<file path="src/rtl/hsv_to_rgb_converter_defines.svh">
// Assertion macros shared by the converter RTL.
`ifndef HSV_TO_RGB_CONVERTER_DEFINES_SVH
`define HSV_TO_RGB_CONVERTER_DEFINES_SVH

// Same-cycle implication, disabled while reset is asserted.
`define HSVRGB_ASSERT_IMPLY(label, clk, rst_n, ante, cons, msg) \
    label: assert property (@(posedge clk) disable iff (!rst_n) (ante) |-> (cons)) \
        else $error(msg);

// Next-cycle implication, disabled while reset is asserted.
`define HSVRGB_ASSERT_NEXT(label, clk, rst_n, ante, cons, msg) \
    label: assert property (@(posedge clk) disable iff (!rst_n) (ante) |=> (cons)) \
        else $error(msg);

`endif

</file>
<file path="src/rtl/hsvrgb_pkg.sv">
// Constants, types and tables for the HSV to RGB converter.
package hsvrgb_pkg;

    // Fixed-point formats
    localparam int HUE_FRAC_BITS  = 6;
    localparam int UNIT_FRAC_BITS = 8;
    localparam int HUE_W          = 16;
    localparam int UNIT_W         = 10;
    localparam int CHAN_W         = 8;

    // 1.0 for saturation and value, and the clamped width (0..ONE)
    localparam int UNIT_ONE = 1 << UNIT_FRAC_BITS;
    localparam int CLAMP_W  = UNIT_FRAC_BITS + 1;

    // One 120 degree sector in hue units
    localparam int SECTOR_LEN = 120 << HUE_FRAC_BITS;
    localparam int FRAC_W     = $clog2(SECTOR_LEN);
    localparam int RAMP_W     = FRAC_W + 1;

    // Whole sectors added so that the most negative hue becomes non-negative
    localparam int OFFSET_SECT = (2 ** (HUE_W - 1) + SECTOR_LEN - 1) / SECTOR_LEN;
    localparam int HUE_OFFSET  = OFFSET_SECT * SECTOR_LEN;
    localparam int U_W         = $clog2(HUE_OFFSET + 2 ** (HUE_W - 1));
    localparam int NUM_THRESH  = (HUE_OFFSET + 2 ** (HUE_W - 1) - 1) / SECTOR_LEN;
    localparam int Q_W         = $clog2(NUM_THRESH + 1);

    // Mix term (ONE-s)*P + s*R and the product with value
    localparam int MIX_W  = $clog2(UNIT_ONE * SECTOR_LEN + 1);
    localparam int PROD_W = MIX_W + CLAMP_W;

    // 255 / (ONE*ONE*P) reduces to 17 / 2^25 for these formats
    localparam int SCALE_MUL   = 17;
    localparam int SCALE_SHIFT = 25;
    localparam int SCALED_W    = PROD_W + 5;

    // Pipeline depth
    localparam int NUM_STAGES = 7;

    // Channel rotation by sector mod 3
    typedef enum logic [1:0] {
        ROT_0 = 2'd0,
        ROT_1 = 2'd1,
        ROT_2 = 2'd2
    } t_rot;

    // Per-stage handshake control
    typedef struct packed {
        logic                  in_ready;
        logic [NUM_STAGES-1:0] load;
        logic [NUM_STAGES-1:0] valid;
    } t_pipe_ctrl;

    // Clamp a signed unit value to 0..ONE
    function automatic logic [CLAMP_W-1:0] clamp_unit(input logic signed [UNIT_W-1:0] x);
        logic [CLAMP_W-1:0] res;
        if (x[UNIT_W-1]) begin
            res = '0;
        end else if (x > UNIT_W'(UNIT_ONE)) begin
            res = CLAMP_W'(UNIT_ONE);
        end else begin
            res = x[CLAMP_W-1:0];
        end
        return res;
    endfunction

    // Rotation of an offset sector index: (q - OFFSET_SECT) mod 3
    function automatic t_rot sector_rot(input logic [Q_W-1:0] q);
        t_rot res;
        case (q)
            4'd0:    res = ROT_1;
            4'd1:    res = ROT_2;
            4'd2:    res = ROT_0;
            4'd3:    res = ROT_1;
            4'd4:    res = ROT_2;
            4'd5:    res = ROT_0;
            4'd6:    res = ROT_1;
            4'd7:    res = ROT_2;
            4'd8:    res = ROT_0;
            4'd9:    res = ROT_1;
            default: res = ROT_0;
        endcase
        return res;
    endfunction

endpackage

</file>
<file path="src/rtl/hsvrgb_if.sv">
// Valid/ready channel interfaces for HSV requests and RGB results.
interface hsvrgb_in_if;
    logic                                valid;
    logic                                ready;
    logic signed [hsvrgb_pkg::HUE_W-1:0]  hue;
    logic signed [hsvrgb_pkg::UNIT_W-1:0] saturation;
    logic signed [hsvrgb_pkg::UNIT_W-1:0] brightness;
    logic                                layer_select;

    modport source (output valid, hue, saturation, brightness, layer_select, input ready);
    modport sink   (input valid, hue, saturation, brightness, layer_select, output ready);
endinterface

interface hsvrgb_out_if;
    logic                              valid;
    logic                              ready;
    logic [hsvrgb_pkg::CHAN_W-1:0]     red;
    logic [hsvrgb_pkg::CHAN_W-1:0]     green;
    logic [hsvrgb_pkg::CHAN_W-1:0]     blue;
    logic                              layer_flag;

    modport source (output valid, red, green, blue, layer_flag, input ready);
    modport sink   (input valid, red, green, blue, layer_flag, output ready);
endinterface

</file>
<file path="src/rtl/hsvrgb_pipe_ctrl.sv">
// Valid bits and per-stage load enables for the converter pipeline.
module hsvrgb_pipe_ctrl (
    input  logic                   i_clk,
    input  logic                   i_rst_n,
    input  logic                   i_in_valid,
    input  logic                   i_out_ready,
    output hsvrgb_pkg::t_pipe_ctrl o_ctrl
);

    localparam int N = hsvrgb_pkg::NUM_STAGES;

    logic [N-1:0] r_vld;
    logic [N-1:0] n_vld;
    logic [N-1:0] w_rdy;

    // A stage takes a request when it is empty or its own request moves on
    always_comb begin
        w_rdy[N-1] = !r_vld[N-1] || i_out_ready;
        for (int k = N - 2; k >= 0; k--) begin
            w_rdy[k] = !r_vld[k] || w_rdy[k+1];
        end
    end

    // Valid bits follow the data
    always_comb begin
        n_vld[0] = w_rdy[0] ? i_in_valid : r_vld[0];
        for (int k = 1; k < N; k++) begin
            n_vld[k] = w_rdy[k] ? r_vld[k-1] : r_vld[k];
        end
    end

    always_ff @(posedge i_clk) begin
        if (!i_rst_n) begin
            r_vld <= '0;
        end else begin
            r_vld <= n_vld;
        end
    end

    assign o_ctrl.in_ready = w_rdy[0];
    assign o_ctrl.load     = w_rdy;
    assign o_ctrl.valid    = r_vld;

endmodule

</file>
<file path="src/rtl/hsv_to_rgb_converter.sv">
// HSV to RGB converter, seven-stage pipeline with valid/ready channels.
// An accepted request passes through the stage registers 0 to 6 before its result reaches the output.
// Throughput: one request per cycle; stalls back up stage by stage and
// empty stages keep accepting while a result waits at the output.
// Reset (synchronous, active low) clears the stage valid bits; data is not reset.
`include "hsv_to_rgb_converter_defines.svh"

module hsv_to_rgb_converter (
    input  logic          i_clk,
    input  logic          i_rst_n,
    hsvrgb_in_if.sink     i_in,
    hsvrgb_out_if.source  o_out
);

    localparam int CLAMP_W  = hsvrgb_pkg::CLAMP_W;
    localparam int U_W      = hsvrgb_pkg::U_W;
    localparam int Q_W      = hsvrgb_pkg::Q_W;
    localparam int FRAC_W   = hsvrgb_pkg::FRAC_W;
    localparam int RAMP_W   = hsvrgb_pkg::RAMP_W;
    localparam int MIX_W    = hsvrgb_pkg::MIX_W;
    localparam int PROD_W   = hsvrgb_pkg::PROD_W;
    localparam int SCALED_W = hsvrgb_pkg::SCALED_W;
    localparam int CHAN_W   = hsvrgb_pkg::CHAN_W;
    localparam int HUE_W    = hsvrgb_pkg::HUE_W;

    hsvrgb_pkg::t_pipe_ctrl s_ctrl;

    hsvrgb_pipe_ctrl u_ctrl (
        .i_clk       (i_clk),
        .i_rst_n     (i_rst_n),
        .i_in_valid  (i_in.valid),
        .i_out_ready (o_out.ready),
        .o_ctrl      (s_ctrl)
    );

    assign i_in.ready = s_ctrl.in_ready;

    // Stage 0: clamp saturation and value, offset hue to non-negative
    logic [CLAMP_W-1:0] r_s0_sat, r_s0_val;
    logic [U_W-1:0]     r_s0_hue;
    logic               r_s0_layer;

    always_ff @(posedge i_clk) begin
        if (s_ctrl.load[0]) begin
            r_s0_sat   <= hsvrgb_pkg::clamp_unit(i_in.saturation);
            r_s0_val   <= hsvrgb_pkg::clamp_unit(i_in.brightness);
            r_s0_hue   <= {{(U_W - HUE_W){i_in.hue[HUE_W-1]}}, i_in.hue}
                          + U_W'(hsvrgb_pkg::HUE_OFFSET);
            r_s0_layer <= i_in.layer_select;
        end
    end

    // Stage 1: sector index by threshold compares, fraction within sector
    logic [Q_W-1:0]    w_sect;
    logic [U_W-1:0]    w_frac_full;
    logic [FRAC_W-1:0] r_s1_frac;
    hsvrgb_pkg::t_rot  r_s1_rot;
    logic [CLAMP_W-1:0] r_s1_sat, r_s1_val;
    logic               r_s1_layer;

    always_comb begin
        w_sect = '0;
        for (int k = 1; k <= hsvrgb_pkg::NUM_THRESH; k++) begin
            if (r_s0_hue >= U_W'(k * hsvrgb_pkg::SECTOR_LEN)) begin
                w_sect = w_sect + Q_W'(1);
            end
        end
        w_frac_full = r_s0_hue - U_W'(U_W'(w_sect) * U_W'(hsvrgb_pkg::SECTOR_LEN));
    end

    always_ff @(posedge i_clk) begin
        if (s_ctrl.load[1]) begin
            r_s1_frac  <= w_frac_full[FRAC_W-1:0];
            r_s1_rot   <= hsvrgb_pkg::sector_rot(w_sect);
            r_s1_sat   <= r_s0_sat;
            r_s1_val   <= r_s0_val;
            r_s1_layer <= r_s0_layer;
        end
    end

    // Stage 2: falling and rising ramps, each capped at one sector
    logic [RAMP_W-1:0]  w_fall2, w_rise2;
    logic [FRAC_W-1:0]  r_s2_fall, r_s2_rise;
    hsvrgb_pkg::t_rot   r_s2_rot;
    logic [CLAMP_W-1:0] r_s2_sat, r_s2_val;
    logic               r_s2_layer;

    always_comb begin
        w_fall2 = {FRAC_W'(hsvrgb_pkg::SECTOR_LEN) - r_s1_frac, 1'b0};
        w_rise2 = {r_s1_frac, 1'b0};
    end

    always_ff @(posedge i_clk) begin
        if (s_ctrl.load[2]) begin
            r_s2_fall  <= (w_fall2 < RAMP_W'(hsvrgb_pkg::SECTOR_LEN))
                          ? w_fall2[FRAC_W-1:0] : FRAC_W'(hsvrgb_pkg::SECTOR_LEN);
            r_s2_rise  <= (w_rise2 < RAMP_W'(hsvrgb_pkg::SECTOR_LEN))
                          ? w_rise2[FRAC_W-1:0] : FRAC_W'(hsvrgb_pkg::SECTOR_LEN);
            r_s2_rot   <= r_s1_rot;
            r_s2_sat   <= r_s1_sat;
            r_s2_val   <= r_s1_val;
            r_s2_layer <= r_s1_layer;
        end
    end

    // Stage 3: s*ramp products and the (1-s)*P base term
    logic [CLAMP_W+FRAC_W-1:0] w_p_fall, w_p_rise, w_base;
    logic [CLAMP_W-1:0]        w_one_minus_s;
    logic [MIX_W-1:0]          r_s3_pfall, r_s3_prise, r_s3_base;
    hsvrgb_pkg::t_rot          r_s3_rot;
    logic [CLAMP_W-1:0]        r_s3_val;
    logic                      r_s3_layer;

    always_comb begin
        w_one_minus_s = CLAMP_W'(hsvrgb_pkg::UNIT_ONE) - r_s2_sat;
        w_p_fall = (CLAMP_W + FRAC_W)'(r_s2_sat) * (CLAMP_W + FRAC_W)'(r_s2_fall);
        w_p_rise = (CLAMP_W + FRAC_W)'(r_s2_sat) * (CLAMP_W + FRAC_W)'(r_s2_rise);
        w_base   = (CLAMP_W + FRAC_W)'(w_one_minus_s)
                   * (CLAMP_W + FRAC_W)'(hsvrgb_pkg::SECTOR_LEN);
    end

    always_ff @(posedge i_clk) begin
        if (s_ctrl.load[3]) begin
            r_s3_pfall <= w_p_fall[MIX_W-1:0];
            r_s3_prise <= w_p_rise[MIX_W-1:0];
            r_s3_base  <= w_base[MIX_W-1:0];
            r_s3_rot   <= r_s2_rot;
            r_s3_val   <= r_s2_val;
            r_s3_layer <= r_s2_layer;
        end
    end

    // Stage 4: mix terms for the three channels (third ramp is zero)
    logic [MIX_W-1:0]   r_s4_mix0, r_s4_mix1, r_s4_mix2;
    hsvrgb_pkg::t_rot   r_s4_rot;
    logic [CLAMP_W-1:0] r_s4_val;
    logic               r_s4_layer;

    always_ff @(posedge i_clk) begin
        if (s_ctrl.load[4]) begin
            r_s4_mix0  <= r_s3_base + r_s3_pfall;
            r_s4_mix1  <= r_s3_base + r_s3_prise;
            r_s4_mix2  <= r_s3_base;
            r_s4_rot   <= r_s3_rot;
            r_s4_val   <= r_s3_val;
            r_s4_layer <= r_s3_layer;
        end
    end

    // Stage 5: multiply by value
    logic [PROD_W-1:0] r_s5_w0, r_s5_w1, r_s5_w2;
    hsvrgb_pkg::t_rot  r_s5_rot;
    logic              r_s5_layer;

    always_ff @(posedge i_clk) begin
        if (s_ctrl.load[5]) begin
            r_s5_w0    <= PROD_W'(r_s4_val) * PROD_W'(r_s4_mix0);
            r_s5_w1    <= PROD_W'(r_s4_val) * PROD_W'(r_s4_mix1);
            r_s5_w2    <= PROD_W'(r_s4_val) * PROD_W'(r_s4_mix2);
            r_s5_rot   <= r_s4_rot;
            r_s5_layer <= r_s4_layer;
        end
    end

    // Stage 6: scale by 255/(ONE*ONE*P) as x*17 >> 25, then rotate into RGB
    logic [SCALED_W-1:0] w_sc0, w_sc1, w_sc2;
    logic [CHAN_W-1:0]   w_c0, w_c1, w_c2;
    logic [CHAN_W-1:0]   n_red, n_green, n_blue;
    logic [CHAN_W-1:0]   r_red, r_green, r_blue;
    logic                r_layer;

    always_comb begin
        w_sc0 = SCALED_W'(r_s5_w0) * SCALED_W'(hsvrgb_pkg::SCALE_MUL);
        w_sc1 = SCALED_W'(r_s5_w1) * SCALED_W'(hsvrgb_pkg::SCALE_MUL);
        w_sc2 = SCALED_W'(r_s5_w2) * SCALED_W'(hsvrgb_pkg::SCALE_MUL);
        w_c0  = w_sc0[hsvrgb_pkg::SCALE_SHIFT +: CHAN_W];
        w_c1  = w_sc1[hsvrgb_pkg::SCALE_SHIFT +: CHAN_W];
        w_c2  = w_sc2[hsvrgb_pkg::SCALE_SHIFT +: CHAN_W];
        case (r_s5_rot)
            hsvrgb_pkg::ROT_0: begin
                n_red = w_c0; n_green = w_c1; n_blue = w_c2;
            end
            hsvrgb_pkg::ROT_1: begin
                n_red = w_c2; n_green = w_c0; n_blue = w_c1;
            end
            hsvrgb_pkg::ROT_2: begin
                n_red = w_c1; n_green = w_c2; n_blue = w_c0;
            end
            default: begin
                n_red = w_c0; n_green = w_c1; n_blue = w_c2;
            end
        endcase
    end

    always_ff @(posedge i_clk) begin
        if (s_ctrl.load[6]) begin
            r_red   <= n_red;
            r_green <= n_green;
            r_blue  <= n_blue;
            r_layer <= r_s5_layer;
        end
    end

    // Result channel
    assign o_out.valid      = s_ctrl.valid[hsvrgb_pkg::NUM_STAGES-1];
    assign o_out.red        = r_red;
    assign o_out.green      = r_green;
    assign o_out.blue       = r_blue;
    assign o_out.layer_flag = r_layer;

    // Checks on the datapath and the stage handoff
    `HSVRGB_ASSERT_IMPLY(a_frac_in_sector, i_clk, i_rst_n, s_ctrl.valid[1], r_s1_frac < FRAC_W'(hsvrgb_pkg::SECTOR_LEN), "hue fraction outside its sector")
    `HSVRGB_ASSERT_IMPLY(a_one_ramp_full, i_clk, i_rst_n, s_ctrl.valid[2], (r_s2_fall == FRAC_W'(hsvrgb_pkg::SECTOR_LEN)) || (r_s2_rise == FRAC_W'(hsvrgb_pkg::SECTOR_LEN)), "neither ramp at full scale")
    `HSVRGB_ASSERT_IMPLY(a_mix_bound, i_clk, i_rst_n, s_ctrl.valid[4], r_s4_mix0 <= MIX_W'(hsvrgb_pkg::UNIT_ONE * hsvrgb_pkg::SECTOR_LEN), "mix term above full scale")
    `HSVRGB_ASSERT_NEXT(a_stage_handoff, i_clk, i_rst_n, s_ctrl.valid[1] && s_ctrl.load[2], s_ctrl.valid[2], "request lost between stages")

endmodule

</file>
<file path="src/flat_wrapper.sv">
// flat-port wrapper written by rule: the top's interface ports become plain ports
module hsv_to_rgb_converter_flat 
  (i_clk, i_rst_n, i_in_valid, i_in_hue, i_in_saturation, i_in_brightness, i_in_layer_select, i_in_ready, o_out_valid, o_out_red, o_out_green, o_out_blue, o_out_layer_flag, o_out_ready);
  hsvrgb_in_if i_in_i ();
  hsvrgb_out_if o_out_i ();
  input  logic i_clk;
  input  logic i_rst_n;
  input wire logic [$bits(i_in_i.valid)-1:0] i_in_valid;
  input wire logic [$bits(i_in_i.hue)-1:0] i_in_hue;
  input wire logic [$bits(i_in_i.saturation)-1:0] i_in_saturation;
  input wire logic [$bits(i_in_i.brightness)-1:0] i_in_brightness;
  input wire logic [$bits(i_in_i.layer_select)-1:0] i_in_layer_select;
  output wire logic [$bits(i_in_i.ready)-1:0] i_in_ready;
  output wire logic [$bits(o_out_i.valid)-1:0] o_out_valid;
  output wire logic [$bits(o_out_i.red)-1:0] o_out_red;
  output wire logic [$bits(o_out_i.green)-1:0] o_out_green;
  output wire logic [$bits(o_out_i.blue)-1:0] o_out_blue;
  output wire logic [$bits(o_out_i.layer_flag)-1:0] o_out_layer_flag;
  input wire logic [$bits(o_out_i.ready)-1:0] o_out_ready;
  assign i_in_i.valid = i_in_valid;
  assign i_in_i.hue = i_in_hue;
  assign i_in_i.saturation = i_in_saturation;
  assign i_in_i.brightness = i_in_brightness;
  assign i_in_i.layer_select = i_in_layer_select;
  assign i_in_ready = i_in_i.ready;
  assign o_out_valid = o_out_i.valid;
  assign o_out_red = o_out_i.red;
  assign o_out_green = o_out_i.green;
  assign o_out_blue = o_out_i.blue;
  assign o_out_layer_flag = o_out_i.layer_flag;
  assign o_out_i.ready = o_out_ready;
  hsv_to_rgb_converter u_core (.i_clk(i_clk), .i_rst_n(i_rst_n), .i_in(i_in_i), .o_out(o_out_i));
endmodule
</file>
<file path="config.mk">
export PLATFORM = sky130hd
export DESIGN_NAME = hsv_to_rgb_converter_flat
export DESIGN_NICKNAME = d
export VERILOG_FILES = /design/src/rtl/hsvrgb_pkg.sv /design/src/rtl/hsvrgb_if.sv /design/src/rtl/hsvrgb_pipe_ctrl.sv /design/src/rtl/hsv_to_rgb_converter.sv /design/src/flat_wrapper.sv
export VERILOG_INCLUDE_DIRS = /design/src /design/src/rtl
export SDC_FILE = /design/constraint.sdc
export NUM_CORES = 2
export LEC_CHECK = 0
export BUFFER_PORTS_ARGS = -buffer_cell sky130_fd_sc_hd__buf_2
export CAP_MARGIN = 10
export CORE_ASPECT_RATIO = 0.9
export CORE_MARGIN = 10
export CORE_UTILIZATION = 40
export CTS_CLUSTER_SIZE = 40
export DETAILED_ROUTE_END_ITERATION = 7
export GPL_ROUTABILITY_DRIVEN = 0
export PLACE_DENSITY = 0.64
export SETUP_SLACK_MARGIN = 0.02
export SKIP_LAST_GASP = 1
export SLEW_MARGIN = 10
export SYNTH_ARGS = -nofsm -noshare
export SYNTH_HDL_FRONTEND = slang
export SYNTH_HIERARCHICAL = 1
export SYNTH_SLANG_ARGS = --single-unit
</file>
<file path="constraint.sdc">
create_clock -name i_clk -period 8.4 [get_ports i_clk]
set_input_delay 0.42 -clock i_clk [delete_from_list [all_inputs] [get_ports i_clk]]
set_output_delay 0.42 -clock i_clk [all_outputs]
set_load 0.005 [all_outputs]
</file>
# Word-level counts from Yosys, hierarchy flattened
# Memory sizes are Yosys's and may differ from the RTL's. A register that Yosys moved wholly into a read port is not among the register bits.
# Index checks and enable logic that the tools add are counted.
[op_classes]
multipliers = 10
n_reduce_logical = 16
n_addsub = 14
n_eq_ne = 2
mux = 14
magnitude_cmp = 13
[op_table]
columns = ["operator", "count"]
rows = [
  ["30-bit by 5-bit multiplier with 33-bit output (second input constant)", 3],
  ["17-bit by 16-bit greater-or-equal comparator with 1-bit output (second input constant)", 4],
  ["9-bit by 21-bit multiplier with 30-bit output", 2],
  ["8-bit case mux with 2 select lines", 3],
  ["21-bit adder", 2],
  ["9-bit by 13-bit multiplier with 21-bit output", 2],
  ["17-bit by 15-bit greater-or-equal comparator with 1-bit output (second input constant)", 2],
  ["4-bit 2-to-1 mux", 8],
  ["4-bit by 1-bit adder with 4-bit output (second input constant)", 7],
  ["14-bit by 13-bit less-than comparator with 1-bit output (second input constant)", 2],
  ["9-bit by 12-bit multiplier with 21-bit output", 1],
  ["10-bit > comparator (second input constant)", 2],
  ["9-bit 2-to-1 mux", 2],
  ["17-bit by 16-bit adder with 17-bit output (second input constant)", 1],
  ["17-bit by 13-bit greater-or-equal comparator with 1-bit output (second input constant)", 1],
  ["17-bit by 14-bit greater-or-equal comparator with 1-bit output (second input constant)", 1],
  ["17-bit greater-or-equal comparator (second input constant)", 1],
  ["13-bit subtractor", 1],
  ["13-bit subtractor (first input constant)", 1],
  ["9-bit by 4-bit multiplier with 12-bit output (second input constant)", 1],
  ["9-bit subtractor (first input constant)", 1],
  ["1-bit logical NOT", 7],
  ["1-bit logical OR", 7],
  ["4-bit by 1-bit multiplier with 4-bit output (second input constant)", 1],
  ["other kinds (5)", 6],
]
[word_totals]
regBits = 372
elab_cells = 116
mem_count = 1
out_inout_bits = 27
input_bits = 41
rom_bits = 32
[mem_list]
columns = ["name", "depth", "word_bits", "rd", "rd_clocked_by_memory_dff", "write_ports", "line", "source"]
rows = [
  ["(name not given)", 16, 2, 1, 1, 0, "hsvrgb_pkg.sv:69", "case (q)"],
]

# Depth between registers and ports, before layout
[logic_depth]
ltp_word = 20
mapped_depth = 29
mapped_depth_nobuf = 27

# Cells and area by module
# Netlist, hierarchy kept.
[by_module_without_submodules]
columns = ["mod", "n_inst", "cells_each", "area_each_um2", "seq_area_each_um2"]
rows = [
  ["hsv_to_rgb_converter", 1, 3644, 37503.5, 10510.1],
  ["hsvrgb_pipe_ctrl", 1, 32, 296.5, 140.1],
]

# Worst setup path before layout
# No wires, ideal clock.
[synth_path]
path_type = "register -> register"
start = "register u_core.r_s0_hue[15]"
end = "register u_core.r_s1_frac[12] (data pin)"
path_buffers = 2
t_arrival_ns = 5.568
setup_slack_ns = 2.575
required_time_ns = 8.142
synth_period_minus_slack_ns = 5.825
stages_incl_launch_ff = 29
setup_ns = 0.258
path_cell_list = "edfxtp_1 buf_4 or3_1 a41oi_2 ha_1 clkbuf_2 xor2_1 ha_1 a21oi_1 a311oi_4 xnor2_1 nand2_1 nand2_1 ha_1 and3_1 a21o_1 a211oi_1 ha_1 xnor2_1 nor2_1 nor3_1 o21ai_0 ha_1 ha_1 a21o_1 a21oi_1 xnor2_1 xnor2_1 xnor2_1"
[synth_between]
elab_chain_cells = 20
elab_cells_between_ends = 28
classes_between = "9 x add/sub; 1 x mul; 9 x order compare; 9 x mux"
[synth_rtl]
columns = ["element", "line", "source"]
rows = [
  ["start, declared", "hsv_to_rgb_converter.sv:40", "logic [U_W-1:0] r_s0_hue;"],
  ["start signal, assigned", "hsv_to_rgb_converter.sv:47", "r_s0_hue <= {{(U_W - HUE_W){i_in.hue[HUE_W-1]}}, i_in.hue}"],
  ["17-bit by 13-bit greater-or-equal comparator with 1-bit output", "hsv_to_rgb_converter.sv:64", "if (r_s0_hue >= U_W'(k * hsvrgb_pkg::SECTOR_LEN)) begin"],
  ["1-bit 2-to-1 mux", "hsv_to_rgb_converter.sv:64", ""],
  ["1-bit by 1-bit adder with 2-bit output", "hsv_to_rgb_converter.sv:65", "w_sect = w_sect + Q_W'(1);"],
  ["4-bit 2-to-1 mux", "hsv_to_rgb_converter.sv:64", ""],
  ["4-bit by 1-bit adder with 4-bit output", "hsv_to_rgb_converter.sv:65", ""],
  ["4-bit 2-to-1 mux", "hsv_to_rgb_converter.sv:64", ""],
  ["4-bit by 1-bit adder with 4-bit output", "hsv_to_rgb_converter.sv:65", ""],
  ["4-bit 2-to-1 mux", "hsv_to_rgb_converter.sv:64", ""],
  ["[... 5 more ...]", "n/a", ""],
  ["4-bit 2-to-1 mux", "hsv_to_rgb_converter.sv:64", ""],
  ["4-bit by 1-bit adder with 4-bit output", "hsv_to_rgb_converter.sv:65", ""],
  ["4-bit 2-to-1 mux", "hsv_to_rgb_converter.sv:64", ""],
  ["4-bit by 1-bit adder with 4-bit output", "hsv_to_rgb_converter.sv:65", ""],
  ["4-bit 2-to-1 mux *", "hsv_to_rgb_converter.sv:64", ""],
  ["4-bit by 1-bit multiplier with 4-bit output *", "hsv_to_rgb_converter.sv:68", "w_frac_full = r_s0_hue - U_W'(U_W'(w_sect) * U_W'(hsvrgb_pkg::SECTOR_LEN));"],
  ["13-bit subtractor *", "hsv_to_rgb_converter.sv:68", ""],
  ["net u_core.w_frac_full[12]", "hsv_to_rgb_converter.sv:55", "logic [U_W-1:0] w_frac_full;"],
  ["end signal, assigned", "hsv_to_rgb_converter.sv:73", "r_s1_frac <= w_frac_full[FRAC_W-1:0];"],
  ["end, declared", "hsv_to_rgb_converter.sv:56", "logic [FRAC_W-1:0] r_s1_frac;"],
]
# Mark *: on every way through the listed nets, which the timed path passes. The rest lies on a longest branch.
# A chain may end at the register's enable or synchronous reset.

# Worst setup path after layout
[layout_path]
start = "register u_core.r_s0_hue[14]"
end = "register u_core.r_s1_frac[12] (data pin)"
# The elaborated chain is that of the path after synthesis.

==> impl_metrics.toml <==
[routing]
wl_met2_um = 32860
wl_um = 75160
drcViolationCount = 0
highest_layer = "met4"
antenna_left = 0
drtIter0Drc = 1347
wl_met1_um = 37200
vias = 24260
dr_wl_met3_um = 3290
firstDrtPassIters = 5
wl_per_cell_um = 15.18
via_per_inst = 4.901

[critical_path]
r2r_end = "u_core/r_s1_frac[12]"
r2r-start = "u_core/r_s0_hue[14]"
cp-start-kind = "flop"
critPathCaptureType = "flop"
reg2reg_depth = 26
crit_fanout = 12
rrSetupSlack_ns = 2.05
crit_type = "flop to flop"
crit_required_ns = 8.75
worstPathArrival_ns = 6.70

[floorplan]
core_region_area_um2 = 93370
die_y_um = 311.6
die_w_um = 344.0
rows = 106
ios = 68
initial_utilization = 0.4048
dieArea_um2 = 107200

[global_routing]
gr-usage-all-layers = 0.1439
grt_antenna_before_repair = 0
grt_overflow_total = 0
grt_max_degree = 80
grt_pass1_wl_um = 129000
grt_pass1_vias = 25300

[power]
pwr-share-seq = 0.330
clock_power_share = 0.180
leakagePower_uw = 0.01953
vdd.ir_drop.worst_v = 0.0001862
power_frac_comb = 0.489
swShare = 0.4174
internal_power_uw = 6117
p_per_area_nw_per_um2 = 257.0
finalPower_uw = 10500
p_sw_uw = 4382

[hold_path]
worstHoldStart = "i_in_layer_select"
min_to = "u_core/r_s0_layer"
hold_class = "input port to flop"
hold_depth = 1

[clock_tree]
numCtsBuffers = 45
insertion_delay_ns = 0.61
clkSlewWorstSetupHoldPaths_ns = 0.06
cts_root_buf = "clkbuf_16"
cts.path.max_buffers = 3
postCtsSetupBuffers = 0
clkSinkCount = 357
cts_tree = "yes"
htreeDepth = 2

[synthesis]
synth_area_um2 = 37800
synth-simple-area-share = 0.1426
synth_top_family_by_area = "adder cells"
yosysMostFrequentCell = "inv_1"
synth-async-reset-ratio = 0
synth_compound_gate_area_share = 0.07266
synthAdderAreaFrac = 0.3873
syn_inst = 3676
synth_seq_cells = 357
synth_fp_nets = 4598
synth_edf_count = 350
synthTopCellsByArea = "edfxtp_1 28%, fa_1 26%, ha_1 13%, inv_1 5.8%, and2_1 5.3%"
synthXorXnorAreaFrac = 0.04038
ys.flop_type = "edfxtp_1"
syn_area_per_cell_um2 = 10.28
synth.top_cell.area_share = 0.2780
synth_common_cells = "587 x inv_1, 508 x nand2_1, 482 x fa_1"
synth.distinct_cells = 84
muxShareOfSynthArea = 0.001324
synth_area_leader_cell = "edfxtp_1"
ys_warn_count = 6
yosysSeqAreaShare = 0.2818

[finish]
final_util = 0.4376
fin_cells = 4951
drive_gt1_frac = 0.05392
num-fill-cells = 8861
antenna_cells = 0
area_growth_syn_to_layout_pct = 8.090
num-nets-final = 4596
multi_input_area_um2 = 24360
seqCellArea_um2 = 10650

[timing]
slew_viol_final = 0
worst_pin_slew_ns = 1.159
period_needed_ns = 6.352
finalHoldViolCount = 0
max_freq_mhz = 157.4
skew_ns = 0.02277
fin_crit_sh = 0.7562
slew-limit-headroom = 0.2276
holdWs_ns = 0.03258
grt_setup_unrepaired = "no"
tns_ns = 0
finalSetupViolations = 0

[place]
dpl.hpwl_um = 58350
io_buffers = 67
dp.cells = 4859

[run_status]
outcome = "finished clean"

[run]
cap_violations = 0
-- cells in the final DEF (no fill, tap or decap), types with 22 or more instances in the layout --
cell	n
inv_1	585
nand2_1	506
fa_1	482
ha_1	399
edfxtp_1	350
and2_1	318
xnor2_1	120
nor2_1	116
a21oi_1	104
o21ai_0	100
buf_2	67
clkbuf_16	45
xor2_1	45
a21o_1	41
nor3_1	35
nand3_1	25
buf_4	23
nor2b_1	23
a22oi_1	22
-- critical path: stages, from the launching register on --
cell and delay, ns:
edfxtp_1 0.53, or3_1 0.45, a41oi_2 0.31, ha_1 0.40, xor2_1 0.21, ha_1 0.29, a21oi_1 0.07, a311oi_4 0.35
xnor2_1 0.19, nand2_1 0.08, nand2_1 0.07, ha_1 0.24, and3_1 0.19, a21o_1 0.16, a211oi_1 0.27, ha_1 0.32
xnor2_1 0.16, nor2_1 0.05, nor3_1 0.15, o21ai_0 0.21, ha_1 0.41, ha_1 0.29, a21o_1 0.16, a21oi_1 0.17
xnor2_1 0.15, xnor2_1 0.15, xnor2_1 0.08
-- sequential cells by signal (all words and copies together), names as in the netlist, 12 cells and up --
register	count
u_core/r_s4_mix0	20
u_core/r_s5_w1	29
u_core/r_s0_hue	17
u_core/r_s1_frac	13
u_core/r_s4_mix1	20
u_core/r_s4_mix2	12
u_core/r_s5_w2	21
u_core/r_s3_prise	20
u_core/r_s5_w0	29
u_core/r_s3_base	12
u_core/r_s2_fall	12
u_core/r_s2_rise	12
u_core/r_s3_pfall	20
-- layout make-up --
class	count	share of cell area
inverters	587	0.05393
multi-input cells	2583	0.5963
repair buffers	100	0.01488
clock inverters	30	0.007962
flip-flops and latches	357	0.2607
well taps	1242	0.03803
clock buffers	52	0.02820
-- repair_timing --
action,4_1_cts,5_1_grt
hold buffers,10,0
resized for setup,0,0
hold endpoints to repair,10,0
-- metrics by stage --
step | area [µm²] | worst slack (ns)
floorplan | 37800 | 2.575
global placement | 39280 | 2.044
detailed placement | 39280 | 2.080
CTS | 40860 | 2.064
global route | 40860 | 1.562
finish | 40860 | 2.048
-- power groups by stage --
| stage | Sequential, µW | Clock [µW] | Combinational (µW) |
|---|---|---|---|
| after floorplan | 2960 | 0 | 4280 |
| after global placement | 3480 | 0 | 5040 |
| after detailed placement | 3490 | 0 | 5130 |
| after CTS | 3460 | 1960 | 5200 |
| after global routing | 3540 | 2040 | 5980 |
| final | 3470 | 1890 | 5140 |
-- metal layers --
metal  vias to the layer above  global-route usage
met4                         0             0.03632
met3                        97             0.01977
li1                      11850                   -
met1                     11860              0.2068
met2                       462              0.2267
met5                         -                   0
-- how the worst max path moves through the flow --
stage                        startpoint              endpoint  slack, ns  cells past startpoint
finish              u_core/r_s0_hue[14]  u_core/r_s1_frac[12]       2.05                     26
global route        u_core/r_s0_hue[14]  u_core/r_s1_frac[12]       1.56                     26
CTS                 u_core/r_s0_hue[15]  u_core/r_s1_frac[12]       2.06                     26
detailed placement  u_core/r_s0_hue[14]  u_core/r_s1_frac[12]       2.08                     26
global placement    u_core/r_s0_hue[14]  u_core/r_s1_frac[12]       2.04                     26
floorplan           u_core/r_s0_hue[15]  u_core/r_s1_frac[12]       2.57                     28
-- logic make-up after synthesis --
group | after synthesis
buffers and inverters | 736
DFF | 357
adders and majority gates | 881
and+or+nand+nor | 1112
AOI/OAI and AO/OA | 415
xor gates and xnor gates | 170
muxes | 5
Power figures use the tool's default switching activity.
